**src/sv/tmsp_pkg.sv**
```systemverilog
// ----------------------------------------------------------------------------
// tmsp_pkg
// Shared types and constants for the tracker module stream parser: result
// kinds, header offsets, signature words and the result record.
// ----------------------------------------------------------------------------
package tmsp_pkg;

    // result kinds
    localparam logic [2:0] KIND_SAMPLE      = 3'd0;
    localparam logic [2:0] KIND_SONG        = 3'd1;
    localparam logic [2:0] KIND_NOTE        = 3'd2;
    localparam logic [2:0] KIND_DONE        = 3'd3;
    localparam logic [2:0] KIND_SHORT_FILE  = 3'd4;
    localparam logic [2:0] KIND_BAD_SIG     = 3'd5;
    localparam logic [2:0] KIND_NO_PATTERNS = 3'd6;

    // header layout offsets
    localparam logic [10:0] OFF_SAMPLES_START = 11'd20;
    localparam logic [10:0] OFF_SONG_LEN      = 11'd950;
    localparam logic [10:0] OFF_RESTART       = 11'd951;
    localparam logic [10:0] OFF_TABLE_START   = 11'd952;
    localparam logic [10:0] OFF_TABLE_END     = 11'd1080;
    localparam logic [10:0] OFF_SIG_LAST      = 11'd1083;

    // accepted signature words, first byte in the top
    localparam logic [31:0] SIG_MK   = 32'h4D2E4B2E;
    localparam logic [31:0] SIG_MK2  = 32'h4D214B21;
    localparam logic [31:0] SIG_4CHN = 32'h3443484E;
    localparam logic [31:0] SIG_FLT4 = 32'h464C5434;

    // result queue depth
    localparam int QUEUE_DEPTH = 4;

    typedef enum logic [1:0] {
        PH_HEADER   = 2'd0,
        PH_PATTERN  = 2'd1,
        PH_FINISHED = 2'd2
    } phase_t;

    typedef struct packed {
        logic [2:0]  kind;
        logic [16:0] first_word;
        logic [16:0] second_word;
        logic [16:0] third_word;
        logic [7:0]  first_byte;
        logic [7:0]  second_byte;
        logic [3:0]  low_nibble;
    } result_t;

    // up to two results produced by one byte, in output order
    typedef struct packed {
        logic    valid0;
        logic    valid1;
        result_t res0;
        result_t res1;
    } result_pair_t;

endpackage

```
**src/sv/tmsp_decode.sv**
```systemverilog
// ----------------------------------------------------------------------------
// tmsp_decode
// Per-byte parser state and field decode. Each accepted byte updates the
// header/pattern state and yields zero, one or two results.
// ----------------------------------------------------------------------------
module tmsp_decode
    import tmsp_pkg::*;
(
    input  logic         clk,
    input  logic         rst_n,
    input  logic         accept,
    input  logic [7:0]   data_byte,
    input  logic         end_of_file,
    output result_pair_t results
);

    // field positions inside one 30-byte sample header
    localparam logic [4:0] SLOT_LEN_HI   = 5'd22;
    localparam logic [4:0] SLOT_LEN_LO   = 5'd23;
    localparam logic [4:0] SLOT_FINE     = 5'd24;
    localparam logic [4:0] SLOT_VOL      = 5'd25;
    localparam logic [4:0] SLOT_LSTART_H = 5'd26;
    localparam logic [4:0] SLOT_LSTART_L = 5'd27;
    localparam logic [4:0] SLOT_LLEN_H   = 5'd28;
    localparam logic [4:0] SLOT_LAST     = 5'd29;

    phase_t      phase_reg, phase_next;
    logic [10:0] hdr_off_reg, hdr_off_next;
    logic [4:0]  slot_reg, slot_next;
    logic [18:0] pat_cnt_reg, pat_cnt_next;
    logic [7:0]  pat_total_reg, pat_total_next;
    logic [7:0]  high_reg, high_next;
    logic [15:0] len_reg, len_next;
    logic [15:0] lstart_reg, lstart_next;
    logic [15:0] llen_reg, llen_next;
    logic [3:0]  fine_reg, fine_next;
    logic [7:0]  vol_reg, vol_next;
    logic [7:0]  song_len_reg, song_len_next;
    logic [7:0]  restart_reg, restart_next;
    logic [23:0] sig_reg, sig_next;
    logic [23:0] note_reg, note_next;

    logic        main_valid, tail_valid;
    result_t     main_res, tail_res;
    logic [31:0] sig_word;
    logic        sig_ok;
    logic [18:0] pat_limit;

    assign sig_word  = {sig_reg, data_byte};
    assign sig_ok    = (sig_word == SIG_MK) || (sig_word == SIG_MK2) ||
                       (sig_word == SIG_4CHN) || (sig_word == SIG_FLT4);
    assign pat_limit = {1'b0, pat_total_reg, 10'b0};

    // next state and results
    always_comb
    begin
        phase_next     = phase_reg;
        hdr_off_next   = hdr_off_reg;
        slot_next      = slot_reg;
        pat_cnt_next   = pat_cnt_reg;
        pat_total_next = pat_total_reg;
        high_next      = high_reg;
        len_next       = len_reg;
        lstart_next    = lstart_reg;
        llen_next      = llen_reg;
        fine_next      = fine_reg;
        vol_next       = vol_reg;
        song_len_next  = song_len_reg;
        restart_next   = restart_reg;
        sig_next       = sig_reg;
        note_next      = note_reg;
        main_valid     = 1'b0;
        tail_valid     = 1'b0;
        main_res       = '0;
        tail_res       = '0;
        tail_res.kind  = KIND_SHORT_FILE;

        if (accept)
        begin
            unique case (phase_reg)
                PH_HEADER:
                begin
                    sig_next = {sig_reg[15:0], data_byte};
                    // sample headers
                    if (hdr_off_reg >= OFF_SAMPLES_START && hdr_off_reg < OFF_SONG_LEN)
                    begin
                        slot_next = (slot_reg == SLOT_LAST) ? 5'd0 : slot_reg + 5'd1;
                        unique case (slot_reg)
                            SLOT_LEN_HI:   len_next    = {data_byte, 8'h00};
                            SLOT_LEN_LO:   len_next    = {len_reg[15:8], data_byte};
                            SLOT_FINE:     fine_next   = data_byte[3:0];
                            SLOT_VOL:      vol_next    = data_byte;
                            SLOT_LSTART_H: lstart_next = {data_byte, 8'h00};
                            SLOT_LSTART_L: lstart_next = {lstart_reg[15:8], data_byte};
                            SLOT_LLEN_H:   llen_next   = {data_byte, 8'h00};
                            SLOT_LAST:
                            begin
                                llen_next              = {llen_reg[15:8], data_byte};
                                main_valid             = 1'b1;
                                main_res.kind          = KIND_SAMPLE;
                                main_res.first_word    = {len_reg, 1'b0};
                                main_res.second_word   = {lstart_reg, 1'b0};
                                main_res.third_word    = {llen_reg[15:8], data_byte, 1'b0};
                                main_res.first_byte    = vol_reg;
                                main_res.low_nibble    = fine_reg;
                            end
                            default: ;
                        endcase
                    end
                    else if (hdr_off_reg == OFF_SONG_LEN)
                    begin
                        song_len_next = data_byte;
                    end
                    else if (hdr_off_reg == OFF_RESTART)
                    begin
                        restart_next = data_byte;
                    end
                    else if (hdr_off_reg >= OFF_TABLE_START && hdr_off_reg < OFF_TABLE_END)
                    begin
                        if (data_byte > high_reg)
                        begin
                            high_next = data_byte;
                        end
                    end

                    // signature check at the last header byte
                    if (hdr_off_reg >= OFF_SIG_LAST)
                    begin
                        main_valid = 1'b1;
                        if (!sig_ok)
                        begin
                            main_res.kind = KIND_BAD_SIG;
                            phase_next    = PH_FINISHED;
                        end
                        else
                        begin
                            pat_total_next = high_reg + 8'd1;
                            if (pat_total_next == 8'd0)
                            begin
                                main_res.kind = KIND_NO_PATTERNS;
                                phase_next    = PH_FINISHED;
                            end
                            else
                            begin
                                main_res.kind        = KIND_SONG;
                                main_res.first_word  = {9'd0, pat_total_next};
                                main_res.first_byte  = song_len_reg;
                                main_res.second_byte = restart_reg;
                                phase_next           = PH_PATTERN;
                                pat_cnt_next         = '0;
                            end
                        end
                    end
                    else
                    begin
                        hdr_off_next = hdr_off_reg + 11'd1;
                    end

                    if (end_of_file && phase_next != PH_FINISHED)
                    begin
                        tail_valid = 1'b1;
                    end
                end

                PH_PATTERN:
                begin
                    // one note per four bytes
                    if (pat_cnt_reg[1:0] != 2'd3)
                    begin
                        note_next = {note_reg[15:0], data_byte};
                    end
                    else
                    begin
                        main_valid           = 1'b1;
                        main_res.kind        = KIND_NOTE;
                        main_res.first_word  = {5'd0, note_reg[19:16], note_reg[15:8]};
                        main_res.first_byte  = {note_reg[23:20], note_reg[7:4]};
                        main_res.second_byte = data_byte;
                        main_res.low_nibble  = note_reg[3:0];
                    end
                    pat_cnt_next = pat_cnt_reg + 19'd1;
                    if (pat_cnt_next >= pat_limit)
                    begin
                        tail_valid    = 1'b1;
                        tail_res.kind = KIND_DONE;
                        phase_next    = PH_FINISHED;
                    end
                    else if (end_of_file)
                    begin
                        tail_valid = 1'b1;
                    end
                end

                default: ;
            endcase

            // end of file restarts the parser for the next file
            if (end_of_file)
            begin
                phase_next     = PH_HEADER;
                hdr_off_next   = '0;
                slot_next      = '0;
                pat_cnt_next   = '0;
                pat_total_next = '0;
                high_next      = '0;
                len_next       = '0;
                lstart_next    = '0;
                llen_next      = '0;
                fine_next      = '0;
                vol_next       = '0;
                song_len_next  = '0;
                restart_next   = '0;
                sig_next       = '0;
                note_next      = '0;
            end
        end
    end

    // pack results in output order
    always_comb
    begin
        results.valid0 = main_valid || tail_valid;
        results.valid1 = main_valid && tail_valid;
        results.res0   = main_valid ? main_res : tail_res;
        results.res1   = tail_res;
    end

    // state registers
    always_ff @(posedge clk or negedge rst_n)
    begin
        if (!rst_n)
        begin
            phase_reg     <= PH_HEADER;
            hdr_off_reg   <= '0;
            slot_reg      <= '0;
            pat_cnt_reg   <= '0;
            pat_total_reg <= '0;
            high_reg      <= '0;
            len_reg       <= '0;
            lstart_reg    <= '0;
            llen_reg      <= '0;
            fine_reg      <= '0;
            vol_reg       <= '0;
            song_len_reg  <= '0;
            restart_reg   <= '0;
            sig_reg       <= '0;
            note_reg      <= '0;
        end
        else
        begin
            phase_reg     <= phase_next;
            hdr_off_reg   <= hdr_off_next;
            slot_reg      <= slot_next;
            pat_cnt_reg   <= pat_cnt_next;
            pat_total_reg <= pat_total_next;
            high_reg      <= high_next;
            len_reg       <= len_next;
            lstart_reg    <= lstart_next;
            llen_reg      <= llen_next;
            fine_reg      <= fine_next;
            vol_reg       <= vol_next;
            song_len_reg  <= song_len_next;
            restart_reg   <= restart_next;
            sig_reg       <= sig_next;
            note_reg      <= note_next;
        end
    end

endmodule

```
**src/sv/tmsp_queue.sv**
```systemverilog
// ----------------------------------------------------------------------------
// tmsp_queue
// Result queue: takes up to two results per cycle, presents one at a time on
// the output channel.
// ----------------------------------------------------------------------------
module tmsp_queue
    import tmsp_pkg::*;
(
    input  logic         clk,
    input  logic         rst_n,
    input  result_pair_t push,
    input  logic         pop,
    output result_t      head,
    output logic         not_empty,
    output logic         has_room
);

    localparam int PTR_W = $clog2(QUEUE_DEPTH);
    localparam int CNT_W = $clog2(QUEUE_DEPTH + 1);

    result_t            entries [QUEUE_DEPTH];
    logic [PTR_W-1:0]   wr_ptr_reg, wr_ptr_next;
    logic [PTR_W-1:0]   rd_ptr_reg, rd_ptr_next;
    logic [CNT_W-1:0]   count_reg, count_next;
    logic [PTR_W-1:0]   wr_ptr_plus1;

    assign wr_ptr_plus1 = wr_ptr_reg + PTR_W'(1);
    assign head         = entries[rd_ptr_reg];
    assign not_empty    = (count_reg != '0);
    // room for the two results a byte may produce
    assign has_room     = (count_reg <= CNT_W'(QUEUE_DEPTH - 2));

    // pointer and fill updates
    always_comb
    begin
        wr_ptr_next = wr_ptr_reg + PTR_W'(push.valid0) + PTR_W'(push.valid1);
        rd_ptr_next = rd_ptr_reg + PTR_W'(pop);
        count_next  = count_reg + CNT_W'(push.valid0) + CNT_W'(push.valid1)
                      - CNT_W'(pop);
    end

    always_ff @(posedge clk or negedge rst_n)
    begin
        if (!rst_n)
        begin
            wr_ptr_reg <= '0;
            rd_ptr_reg <= '0;
            count_reg  <= '0;
        end
        else
        begin
            wr_ptr_reg <= wr_ptr_next;
            rd_ptr_reg <= rd_ptr_next;
            count_reg  <= count_next;
        end
    end

    // result storage
    always_ff @(posedge clk)
    begin
        if (push.valid0)
        begin
            entries[wr_ptr_reg] <= push.res0;
        end
        if (push.valid1)
        begin
            entries[wr_ptr_plus1] <= push.res1;
        end
    end

endmodule

```
**src/sv/tracker_module_stream_parser_top.sv**
```systemverilog
// ----------------------------------------------------------------------------
// tracker_module_stream_parser_top
// Streaming parser for 4-channel tracker module files.
// ----------------------------------------------------------------------------
// Usage:
//   Input channel (in_valid/in_ready): one file byte per request, with
//   end_of_file set on the last byte of a file. The next byte starts a new file.
//   Output channel (out_valid/out_ready): one result per request: sample
//   headers, song header or signature/pattern errors, decoded notes, done, or
//   short-file error.
//   Timing: each result is registered in the result queue before it is offered.
//   Throughput: one byte per cycle while in_ready is high; the rate is set by
//   the four-entry result queue, which drains one result per cycle while
//   out_ready is high. End of file or the last pattern byte may give two results.
//   in_ready is high while the queue has room for two results, so bytes keep
//   flowing while earlier results wait to be taken.
//   Reset: the parser returns to the start of a file and the queue empties.
//   Receiver stall: results collect in the queue; once fewer than two entries
//   are free, in_ready drops until the receiver takes results again.
// ----------------------------------------------------------------------------
module tracker_module_stream_parser_top
    import tmsp_pkg::*;
(
    input  logic        clk,
    input  logic        rst_n,
    input  logic        in_valid,
    output logic        in_ready,
    input  logic [7:0]  data_byte,
    input  logic        end_of_file,
    output logic        out_valid,
    input  logic        out_ready,
    output logic [2:0]  kind,
    output logic [16:0] first_word,
    output logic [16:0] second_word,
    output logic [16:0] third_word,
    output logic [7:0]  first_byte,
    output logic [7:0]  second_byte,
    output logic [3:0]  low_nibble
);

    logic         accept;
    logic         pop;
    logic         has_room;
    result_pair_t results;
    result_t      head;

    assign in_ready = has_room;
    assign accept   = in_valid && has_room;
    assign pop      = out_valid && out_ready;

    // byte decode and parser state
    tmsp_decode u_decode (
        .clk         (clk),
        .rst_n       (rst_n),
        .accept      (accept),
        .data_byte   (data_byte),
        .end_of_file (end_of_file),
        .results     (results)
    );

    // result queue
    tmsp_queue u_queue (
        .clk       (clk),
        .rst_n     (rst_n),
        .push      (results),
        .pop       (pop),
        .head      (head),
        .not_empty (out_valid),
        .has_room  (has_room)
    );

    // output fields
    assign kind        = head.kind;
    assign first_word  = head.first_word;
    assign second_word = head.second_word;
    assign third_word  = head.third_word;
    assign first_byte  = head.first_byte;
    assign second_byte = head.second_byte;
    assign low_nibble  = head.low_nibble;

endmodule

```
**config.mk**
```make
export PLATFORM = sky130hd
export DESIGN_NAME = tracker_module_stream_parser_top
export DESIGN_NICKNAME = d
export VERILOG_FILES = /design/src/sv/tmsp_pkg.sv /design/src/sv/tmsp_decode.sv /design/src/sv/tmsp_queue.sv /design/src/sv/tracker_module_stream_parser_top.sv
export SDC_FILE = /design/constraint.sdc
export NUM_CORES = 1
export LEC_CHECK = 0
export BUFFER_PORTS_ARGS = -buffer_cell sky130_fd_sc_hd__buf_4
export CELL_PAD_IN_SITES_DETAIL_PLACEMENT = 1
export CELL_PAD_IN_SITES_GLOBAL_PLACEMENT = 1
export CORE_ASPECT_RATIO = 1.2
export CORE_UTILIZATION = 40
export CTS_CLUSTER_SIZE = 14
export DETAILED_ROUTE_END_ITERATION = 10
export GPL_TIMING_DRIVEN = 0
export PLACE_DENSITY = 0.72
export SLEW_MARGIN = 20
export SYNTH_ARGS = -nofsm -noshare
export SYNTH_HDL_FRONTEND = slang
export SYNTH_SLANG_ARGS = --single-unit
```
**constraint.sdc**
```tcl
create_clock -name clk -period 4.4 [get_ports clk]
set_clock_uncertainty 0.2 [all_clocks]
set_input_delay 0.44 -clock clk [delete_from_list [all_inputs] [get_ports clk]]
set_output_delay 0.44 -clock clk [all_outputs]
set_load 0.1 [all_outputs]
```
* Word-level counts from Yosys, hierarchy flattened
Memories as Yosys holds them, arrays and structs flattened.
Index checks and enable logic that the tools add are counted.
** Storage, ports and cells
- Register bits :: 176
- RAM bits :: 296
- Output and inout bits :: 76
- Word-level logic and storage cells :: 218
- Memories :: 1
** Cells by class
- $add $sub $neg :: 11
- Order comparisons :: 8
- Eq/ne operators :: 28
- Mux-type cells :: 102
- Reduce and logical (&&, ||, !) cells :: 48
** Memories
- u_queue.entries :: words 4, width 74, rd ports 1, clocked after Yosys merged registers in 0, wr ports 2, line tmsp_queue.sv:21 : result_t entries [QUEUE_DEPTH];
** Operator list (number)
- two-way mux 16 bit :: 12
- two-way mux 8 bit :: 24
- two-way mux 74 bit :: 2
- two-way mux 24 bit :: 5
- equality test 32 x 31 -> 1 bit (second input constant) :: 3
- one-hot mux 16 bit (2 select lines) :: 3
- two-way mux 19 bit :: 5
- one-hot mux 20 bit (2 select lines) :: 2
- two-way mux 62 bit :: 1
- two-way mux 59 bit :: 1
- equality test 5 bit (second input constant) :: 8
- two-way mux 20 bit :: 2
- one-hot mux 19 bit (2 select lines) :: 1
- two-way mux 17 bit :: 2
- two-way mux 34 bit :: 1
- two-way mux 11 bit :: 3
- equality test 32 x 30 -> 1 bit (second input constant) :: 1
- nonzero test 2 bit :: 15
- AND reduction 5 bit :: 5
- two-way mux 4 bit :: 6
- AND reduction 4 bit :: 6
- equality test 11 x 10 -> 1 bit (second input constant) :: 2
- two-way mux 5 bit :: 4
- adder 19 x 1 -> 19 bit (second input constant) :: 1
- 32 further kinds :: 82

* Depth between registers and ports, before layout
Gate-level depths: netlist of run 1.
- Depth in word-level cells :: 17
- Gate-level depth with buffers :: 21

* Hierarchy
From an unflattened synthesis of run 1, not the netlist that was laid out.
** Unflattened totals
- Cell total of the unflattened synthesis :: 1826
- Area, all modules :: 24513.5 sq um
** Modules (own cells, without submodules)
- tmsp_queue :: times used 1, cells each 749, area each 14607.8 sq um, sequential area each 9063.7 sq um
- tmsp_decode :: times used 1, cells each 1075, area each 9893.2 sq um, sequential area each 4229.1 sq um
- tracker_module_stream_parser_top :: times used 1, cells each 2, area each 12.5 sq um, sequential area each 0.0 sq um

* Least setup slack after synthesis of run 1
Ideal clock, no wire load.
- Path type :: register to register
- Start :: register u_decode.pat_cnt_reg[0]
- End :: register u_queue.count_reg[2]
- Setup time :: 0.123 ns
- Data arrival time :: 4.545 ns
- Setup slack :: -0.468 ns
- Stages on the path, launching flop included :: 21
- Cells stage by stage :: dfrtp_1 -> ha_1 -> buf_2 -> and4_1 -> buf_2 -> and3_1 -> and3_1 -> xor2_1 -> ha_1 -> a211oi_1 -> a31oi_1 -> or4_1 -> or2_2 -> a21oi_1 -> nor2_1 -> a21oi_1 -> ha_1 -> inv_1 -> fa_1 -> fa_1 -> xnor2_1
** On the way
- Cells in the longest elaborated chain, start to end :: 9
- Elaborated cells on any way between the ends :: 14
** Ends and longest elaborated chain
- from (decl) :: line tmsp_decode.sv:30 : logic [18:0] pat_cnt_reg, pat_cnt_next;
- from (signal assigned) :: line tmsp_decode.sv:254 : pat_cnt_reg <= pat_cnt_next;
- adder 19 x 1 -> 19 bit :: line tmsp_decode.sv:181 : pat_cnt_next = pat_cnt_reg + 19'd1;
- greater-or-equal comparator 19 x 18 -> 1 bit :: line tmsp_decode.sv:182 : if (pat_cnt_next >= pat_limit)
- two-way mux 1 bit :: line tmsp_decode.sv:182
- one-hot mux 1 bit (2 select lines) :: line tmsp_decode.sv:80 : unique case (phase_reg)
- two-way mux 1 bit :: line tmsp_decode.sv:78 : if (accept)
- logical OR 1 bit :: line tmsp_decode.sv:222 : results.valid0 = main_valid || tail_valid;
- adder 3 x 1 -> 3 bit :: line tmsp_queue.sv:38 : count_next = count_reg + CNT_W'(push.valid0) + CNT_W'(push.valid1)
- adder 3 x 1 -> 3 bit (*) :: line tmsp_queue.sv:38
- subtractor 3 x 1 -> 3 bit (*) :: line tmsp_queue.sv:39 : - CNT_W'(pop);
- via u_queue.count_next[2] :: line tmsp_queue.sv:24 : logic [CNT_W-1:0] count_reg, count_next;
- to (signal assigned) :: line tmsp_queue.sv:54 : count_reg <= count_next;
- to (decl) :: line tmsp_queue.sv:24
Mark *: on every way through the listed nets, which the timed path passes. The rest lies on a longest branch.
A chain may end at the register's enable or synchronous reset.

* Final worst setup path of run 1
Same ends and word-level chain as after synthesis.

==> results of run 1 <==
cell families (layout without fill, tap and decap cells):
family                   count (synthesis)  in the layout
buffers and inverters                  179            388
AND/OR/NAND/NOR                        497            497
flip-flops                             464            464
multiplexers                           125            125
other                                    1              2
adder cells (fa/ha/maj)                 32             32
XOR/XNOR                                29             29
AO/OA/AOI/OAI                          531            531
worst max-delay path by stage:
stage                                              from                          endpoint  cells after the start
floorplan           u_decode.pat_cnt_reg[0]$_DFFE_PN0P_    u_queue.count_reg[1]$_DFF_PN0_                     19
global placement    u_decode.pat_cnt_reg[0]$_DFFE_PN0P_  u_queue.entries[0][71]$_DFFE_PP_                     17
detailed placement  u_decode.pat_cnt_reg[0]$_DFFE_PN0P_  u_queue.entries[1][72]$_DFFE_PP_                     16
CTS                 u_decode.pat_cnt_reg[0]$_DFFE_PN0P_    u_queue.count_reg[2]$_DFF_PN0_                     21
global route        u_decode.pat_cnt_reg[5]$_DFFE_PN0P_    u_queue.count_reg[2]$_DFF_PN0_                     20
finish              u_decode.pat_cnt_reg[0]$_DFFE_PN0P_    u_queue.count_reg[2]$_DFF_PN0_                     20
cell type report:
cell class                 count  area, um2
fill                        5389      26100
sequential                   464      10300
multi-input combinational   1216       9560
clock buffer                  77       1490
timing repair buffer         126       1010
tap                          644        806
buffer                       137        739
inverter                      37        139
clock inverter                11        119
repair_timing:
action / CTS / global route
pin swaps: 22 / 23
buffers inserted: 19 / 18
hold endpoints to repair: 176 / 0
resized for setup: 54 / 42
setup endpoints to repair: 305 / 304
hold buffers: 1 / 0
synth_stat cells, types with 27 or more instances:
master,instances
a21oi_1,43
o21ai_0,68
mux4_2,72
inv_1,32
dfxtp_1,276
clkbuf_1,82
o2bb2ai_1,42
dfrtp_1,176
mux2_2,45
a22oi_1,27
nor2_1,71
ha_1,29
buf_2,29
o21ai_1,51
a22o_1,203
nand3_1,104
nand2_1,189
routing by layer:
metal	part of all wire (%)	wire length [um]
met5	0	0
met1	42	28800
met2	50	34700
met4	4.1	2860
met3	4.2	2910
power by group:
part           total (mW)  switching (mW)  internal, mW
logic                3.02            1.91          1.10
clock network        4.20            1.76          2.44
registers            5.21           0.504          4.70
total                12.4            4.17          8.25
metrics by stage:
stage / utilization, % / hold WS, ns / power, mW / setup TNS (ns) / setup WS [ns]
2_1_floorplan: - / -0.0556 / 7.07 / -0.209 / -0.105
3_3_place_gp: 43.4 / 0.239 / 7.98 / -182.52 / -0.878
3_5_place_dp: 43.6 / 0.167 / 8.11 / -197.85 / -1.01
4_1_cts: 47.5 / 0.120 / 12.4 / -34.88 / -0.486
5_1_grt: 48.1 / 0.167 / 12.9 / -57.31 / -0.613
6_report: 48.1 / 0.145 / 12.4 / -11.45 / -0.404
==> results.sh, run 1 <==
export IMPL_ys_top_cells_by_area="dfxtp_1 (27%), dfrtp_1 (22%), a22o_1 (8.8%)"
export IMPL_vias=16400
export IMPL_r2r_end="u_queue.count_reg[2]$_DFF_PN0_"
export IMPL_gp_congestion=0.910
export IMPL_cap_violations=0
export IMPL_fin_area_um2=24200
export IMPL_diodes=0
export IMPL_die_h_um=249
export IMPL_grt_max_degree=76
export IMPL_clockBufferDepth=3
export IMPL_yosysWarnings=0
export IMPL_first_pass_iters=5
export IMPL_ant_nets=0
export IMPL_status="complete, but fails checks"
export IMPL_wl_per_cell_um=25.5
export IMPL_timing_final_crit_share_pct=109
export IMPL_rrSetupSlack_ns=-0.40
export IMPL_synth_area_per_cell_um2=10.9
export IMPL_largest_reg_flops=288
export IMPL_crit_path_max_incr_delay_ns=0.55
export IMPL_arrival_ns=5.08
export IMPL_synth_top_area_share_pct=27.2
export IMPL_insertion_delay_ns=0.60
export IMPL_synth_top_family_by_area="compound AO/OA/AOI/OAI gates"
export IMPL_cts_root_buf="clkbuf_16"
export IMPL_synth_largest_area_cell="dfxtp_1"
export IMPL_first_global_vias=17500
export IMPL_critPathKind="reg2reg"
export IMPL_synthAdderAreaFrac_pct=2.08
export IMPL_hpwlAfterDp_um=49500
export IMPL_cp_slowest_cell="or4_4"
export IMPL_slew_headroom_pct=20.5
export IMPL_start_util_pct=40.4
export IMPL_failed_checks="setup timing"
export IMPL_rr_worst_depth=20
export IMPL_synthFlopType="dfxtp_1"
export IMPL_critPathMaxFanout=4
export IMPL_path_buf_inv=3
export IMPL_max_freq_mhz=208
export IMPL_syn2layout_area_growth_pct=19.0
export IMPL_layout_commonest_cell="dfxtp_1"
export IMPL_ys_seq_elements=464
export IMPL_port_buffers=85
export IMPL_grt_pass1_wl_um=107000
export IMPL_timing_final_crit_period_ns=4.80
export IMPL_dp_cells=2591
export IMPL_cts_max_level=2
export IMPL_io_pins=89
export IMPL_netlist_area_um2=20300
export IMPL_stdcell_count=2712
export IMPL_synth_edf_count=12
export IMPL_nNetsFinal=2075
export IMPL_die_w_um=208
export IMPL_cts_tree="yes"
export IMPL_power_density_nw_per_um2=514
export IMPL_ys_seq_area_share_pct=50.7
export IMPL_hold_class="in2async"
export IMPL_use_met2_pct=46.9
export IMPL_drv_slew=0
export IMPL_drc=0
export IMPL_rsz0062_at_grt="yes"
export IMPL_place_area_um2=21900
export IMPL_r2r_start="u_decode.pat_cnt_reg[0]$_DFFE_PN0P_"
export IMPL_synthArstFlopShare_pct=37.9
export IMPL_die_area_um2=51700
export IMPL_clkTransAtPathRegs_ns=0.06
export IMPL_busiest_layer="met2"
export IMPL_finalHoldViolCount=0
export IMPL_setup_violations_final=140
export IMPL_ys_types=74
export IMPL_cp_top_family="simple AND/OR/NAND/NOR gates"
export IMPL_finalWirelength_um=69200
export IMPL_synth_xor_area_share_pct=1.25
export IMPL_cts_sinks=464
export IMPL_final_cell_mix="dfxtp_1 (276), a22o_1 (203), nand2_1 (188)"
export IMPL_yosys_area_share_simple_pct=11.8
export IMPL_tightest_slew_ns=1.18
export IMPL_cts_buffers=48
export IMPL_worstPathRequired_ns=4.67
export IMPL_cp_cell_sequence="buf_6 -> and4_4 -> nand4_1 -> inv_2 -> nand3_2 -> xnor2_2 -> ha_1 -> nor2b_4 -> o21bai_1 -> a31oi_2 -> or4_4 -> or2_4 -> a21oi_4 -> nor2_4 -> a21oi_4 -> ha_4 -> inv_2 -> fa_2 -> fa_2 -> xnor2_2"
export IMPL_p_leak_nw=9.72
export IMPL_drive_above_1_share_pct=21.0
export IMPL_peakVddDrop_uv=340
export IMPL_core_rowCount=90
export IMPL_grtUsageMet3_pct=3.74
export IMPL_drt_iter0_drc=1118
export IMPL_core_um2=50200
export IMPL_antenna_found_initial=0
export IMPL_startpoint_type="register"
export IMPL_netlist_instances=1858
export IMPL_critPathCaptureType="register"
export IMPL_grtUsageMet1_pct=33.0
export IMPL_synth_compound_area_share_pct=19.4
export IMPL_yosys_mux_area_fraction_pct=10.9
export IMPL_overflow=0
export IMPL_grt_util_all_layers_pct=26.7
export IMPL_via_per_inst=6.06
export IMPL_fin_ws_ns=-0.404
(Power assumes the default switching activity.)
==> inputs of run 2 (changes only) <==
- ABC_AREA: default -> 1
- CORE_UTILIZATION: 40 -> 41
- PLACE_DENSITY: 0.72 -> 0.79
==> run 2 against run 1 <==
The run still ends with setup timing left. Clock-buffer cell count grew 2. Die area grew 10%. Hold slack lost 0.051 ns. Combinational power grew to 4.2 times the previous value. Synthesized cell count grew 73%. Via count grew 50%. Clock power grew 11%. Largest cell class is now multi-input gates. Area after synthesis grew 13%. Sequential power grew 26%. Critical path depth grew 11. Sequential share of layout area shrank 6.2 points. First-iteration DRC count grew 74%.
==> results.sh, run 2 <==
export IMPL_status="complete, but fails checks"
export IMPL_failed_checks="setup timing"
export IMPL_via_per_inst=5.84
export IMPL_die_area_um2=57100
export IMPL_die_h_um=262
export IMPL_core_um2=55200
export IMPL_io_pins=89
export IMPL_ys_top_cells_by_area="dfxtp_1 (24%), dfrtp_1 (19%), nand2_1 (11%)"
export IMPL_seqPwrFrac_pct=27.7
export IMPL_grt_max_degree=77
export IMPL_first_global_vias=25300
export IMPL_startpoint_type="register"
export IMPL_switching_share_pct=52.5
export IMPL_grt_util_all_layers_pct=32.8
export IMPL_post_place_ws_ns=-1.30
export IMPL_wl_per_cell_um=23.1
export IMPL_core_rowCount=94
export IMPL_pwr_share_comb_pct=52.7
export IMPL_cts_max_level=2
export IMPL_worstHoldPathCells=3
export IMPL_port_buffers=86
export IMPL_first_pass_iters=6
export IMPL_nNetsFinal=3510
export IMPL_synthFlopType="dfxtp_1"
export IMPL_crit_path_max_incr_delay_ns=0.53
export IMPL_clkTransAtPathRegs_ns=0.06
export IMPL_drive_above_1_share_pct=13.1
export IMPL_synth_area_per_cell_um2=7.15
export IMPL_tightest_slew_ns=1.17
export IMPL_cts_root_buf="clkbuf_16"
export IMPL_synth_edf_count=12
export IMPL_timing_final_crit_share_pct=115
export IMPL_finalHoldViolCount=0
export IMPL_switching_power_mw=12.5
export IMPL_synth_top_cells_by_count="nand2_1 (658), nor2_1 (453), nand3_1 (382)"
export IMPL_regArea_um2=10300
export IMPL_netlist_area_um2=23000
export IMPL_fin_hold_ws_ns=0.0939
export IMPL_setup_violations_final=195
export IMPL_largest_reg_flops=288
export IMPL_yosysMostFrequentCell="nand2_1"
export IMPL_synthArstFlopShare_pct=37.9
export IMPL_drv_slew=0
export IMPL_gp_congestion=0.915
export IMPL_timing_final_crit_period_ns=5.05
export IMPL_drc=0
export IMPL_diodes=0
export IMPL_cts_sinks=464
export IMPL_synth_largest_area_cell="dfxtp_1"
export IMPL_multi_input_area_um2=11400
export IMPL_grt_pass1_wl_um=144000
export IMPL_cap_violations=0
export IMPL_yosysWarnings=0
export IMPL_fillers=6862
export IMPL_finalWirelength_um=97600
export IMPL_die_w_um=218
export IMPL_worstPathRequired_ns=4.75
export IMPL_rr_worst_depth=31
export IMPL_power_density_nw_per_um2=841
export IMPL_vias=24700
export IMPL_synth_top_area_share_pct=24.0
export IMPL_rsz0062_at_grt="yes"
export IMPL_clockBufferDepth=3
export IMPL_place_area_um2=24700
export IMPL_fin_ws_ns=-0.645
export IMPL_max_freq_mhz=198
export IMPL_insertion_delay_ns=0.61
export IMPL_layout_commonest_cell="nand2_1"
export IMPL_drt_iter0_drc=1946
export IMPL_ys_types=43
export IMPL_netlist_instances=3220
export IMPL_cts_buffers=52
export IMPL_critPathMaxFanout=3
export IMPL_syn2layout_area_growth_pct=23.0
export IMPL_final_cell_mix="nand2_1 (646), nor2_1 (445), nand3_1 (369)"
export IMPL_internal_power_mw=11.3
export IMPL_ant_nets=0
export IMPL_ys_seq_area_share_pct=44.7
export IMPL_critPathCaptureType="register"
export IMPL_fin_area_um2=28300
export IMPL_overflow=0
export IMPL_p_leak_nw=13.1
export IMPL_final_setup_tns_ns=-34.14
export IMPL_critPathKind="reg2reg"
export IMPL_clkPwrFrac_pct=19.6
export IMPL_peakVddDrop_uv=861
export IMPL_ys_seq_elements=464
export IMPL_slew_headroom_pct=22.0
export IMPL_cts_tree="yes"
export IMPL_arrival_ns=5.39
export IMPL_hpwlAfterDp_um=69500
export IMPL_start_util_pct=41.7
export IMPL_hold_class="in2reg"
export IMPL_antenna_found_initial=0
export IMPL_cp_slowest_cell="fa_2"
## run 2: worst max-delay path: cells and delay by family, from the launching register on
| family | cells | cell delay, ns |
|---|---|---|
| AND/OR/NAND/NOR | 16 | 1.91 |
| XOR/XNOR | 1 | 0.15 |
| adder cells (fa/ha/maj) | 4 | 1.37 |
| flip-flops | 1 | 0.37 |
| buffers and inverters | 10 | 0.97 |
## run 2: area by class of cell
| type | instances | area share (%) |
|---|---|---|
| Clock buffer | 79 | 5.60 |
| Timing Repair Buffer | 190 | 6.50 |
| Tap cell | 720 | 3.18 |
| Clock inverter | 16 | 0.747 |
| Sequential cell | 464 | 36.4 |
| Multi-Input combinational cell | 2328 | 40.3 |
| Buffer | 232 | 4.67 |
| Inverter | 197 | 2.64 |
## run 2: cells by family (layout without fill, tap and decap cells)
kind of cell,count (synthesis),count (layout),share of synthesized area (%)
AND/OR/NAND/NOR,1629,1630,30.1
AO/OA/AOI/OAI,648,648,15.0
flip-flops,464,464,44.7
buffers and inverters,430,714,7.65
adder cells (fa/ha/maj),32,32,1.84
XOR/XNOR,16,16,0.641
other,1,2,0.0163
## run 2: timing repair
action                                 in CTS  in global routing
endpoints found under the hold margin     124                  0
pin swaps                                  16                 62
gates resized for setup                    34                208
cloned                                      0                 12
hold buffers                                9                  0
setup endpoints to repair                 369                305
buffers inserted                           38                 46
## run 2: final timing paths
check | startpoint | endpoint | slack, ns
worst max-delay path | u_decode.pat_cnt_reg[1]$_DFFE_PN0P_ | u_queue.count_reg[1]$_DFF_PN0_ | -0.65
worst min-delay path | out_ready | u_queue.rd_ptr_reg[0]$_DFF_PN0_ | 0.09
worst max register to register | u_decode.pat_cnt_reg[1]$_DFFE_PN0P_ | u_queue.count_reg[1]$_DFF_PN0_ | -0.65
worst min register to register | u_queue.entries[0][60]$_SDFFE_PP0P_ | u_queue.entries[0][60]$_SDFFE_PP0P_ | 0.27
max in group asynchronous | rst_n | u_decode.sig_reg[11]$_DFFE_PN0P_ | 2.84
min in group asynchronous | rst_n | u_decode.pat_cnt_reg[6]$_DFFE_PN0P_ | 0.11
## run 2: layer usage
| metal | wire length [um] | GRT usage [%] | vias up |
|---|---|---|---|
| li1 | - | - | 11300 |
| met1 | 39000 | 39.6 | 12200 |
| met2 | 47500 | 57.0 | 871 |
| met3 | 5130 | 3.55 | 304 |
| met4 | 5980 | 18.1 | 0 |
| met5 | 0 | 0 | - |
## run 2: per-stage QoR
step | power (mW) | utilization [%] | cells
after floorplan | 14.8 | - | 3221
after global placement | 18.0 | 44.6 | 4027
after detailed placement | 18.3 | 44.8 | 4029
after CTS | 23.1 | 49.0 | 4170
after global routing | 24.8 | 51.3 | 4226
final | 23.8 | 51.3 | 4226
## run 2: power by group through the flow
stage / logic [mW] / clock network (mW) / registers (mW)
2_1_floorplan: 8.55 / 0 / 6.27
3_3_place_gp: 11.5 / 0 / 6.50
3_5_place_dp: 11.8 / 0 / 6.59
4_1_cts: 11.9 / 4.69 / 6.53
5_1_grt: 13.3 / 4.83 / 6.72
6_report: 12.6 / 4.66 / 6.59
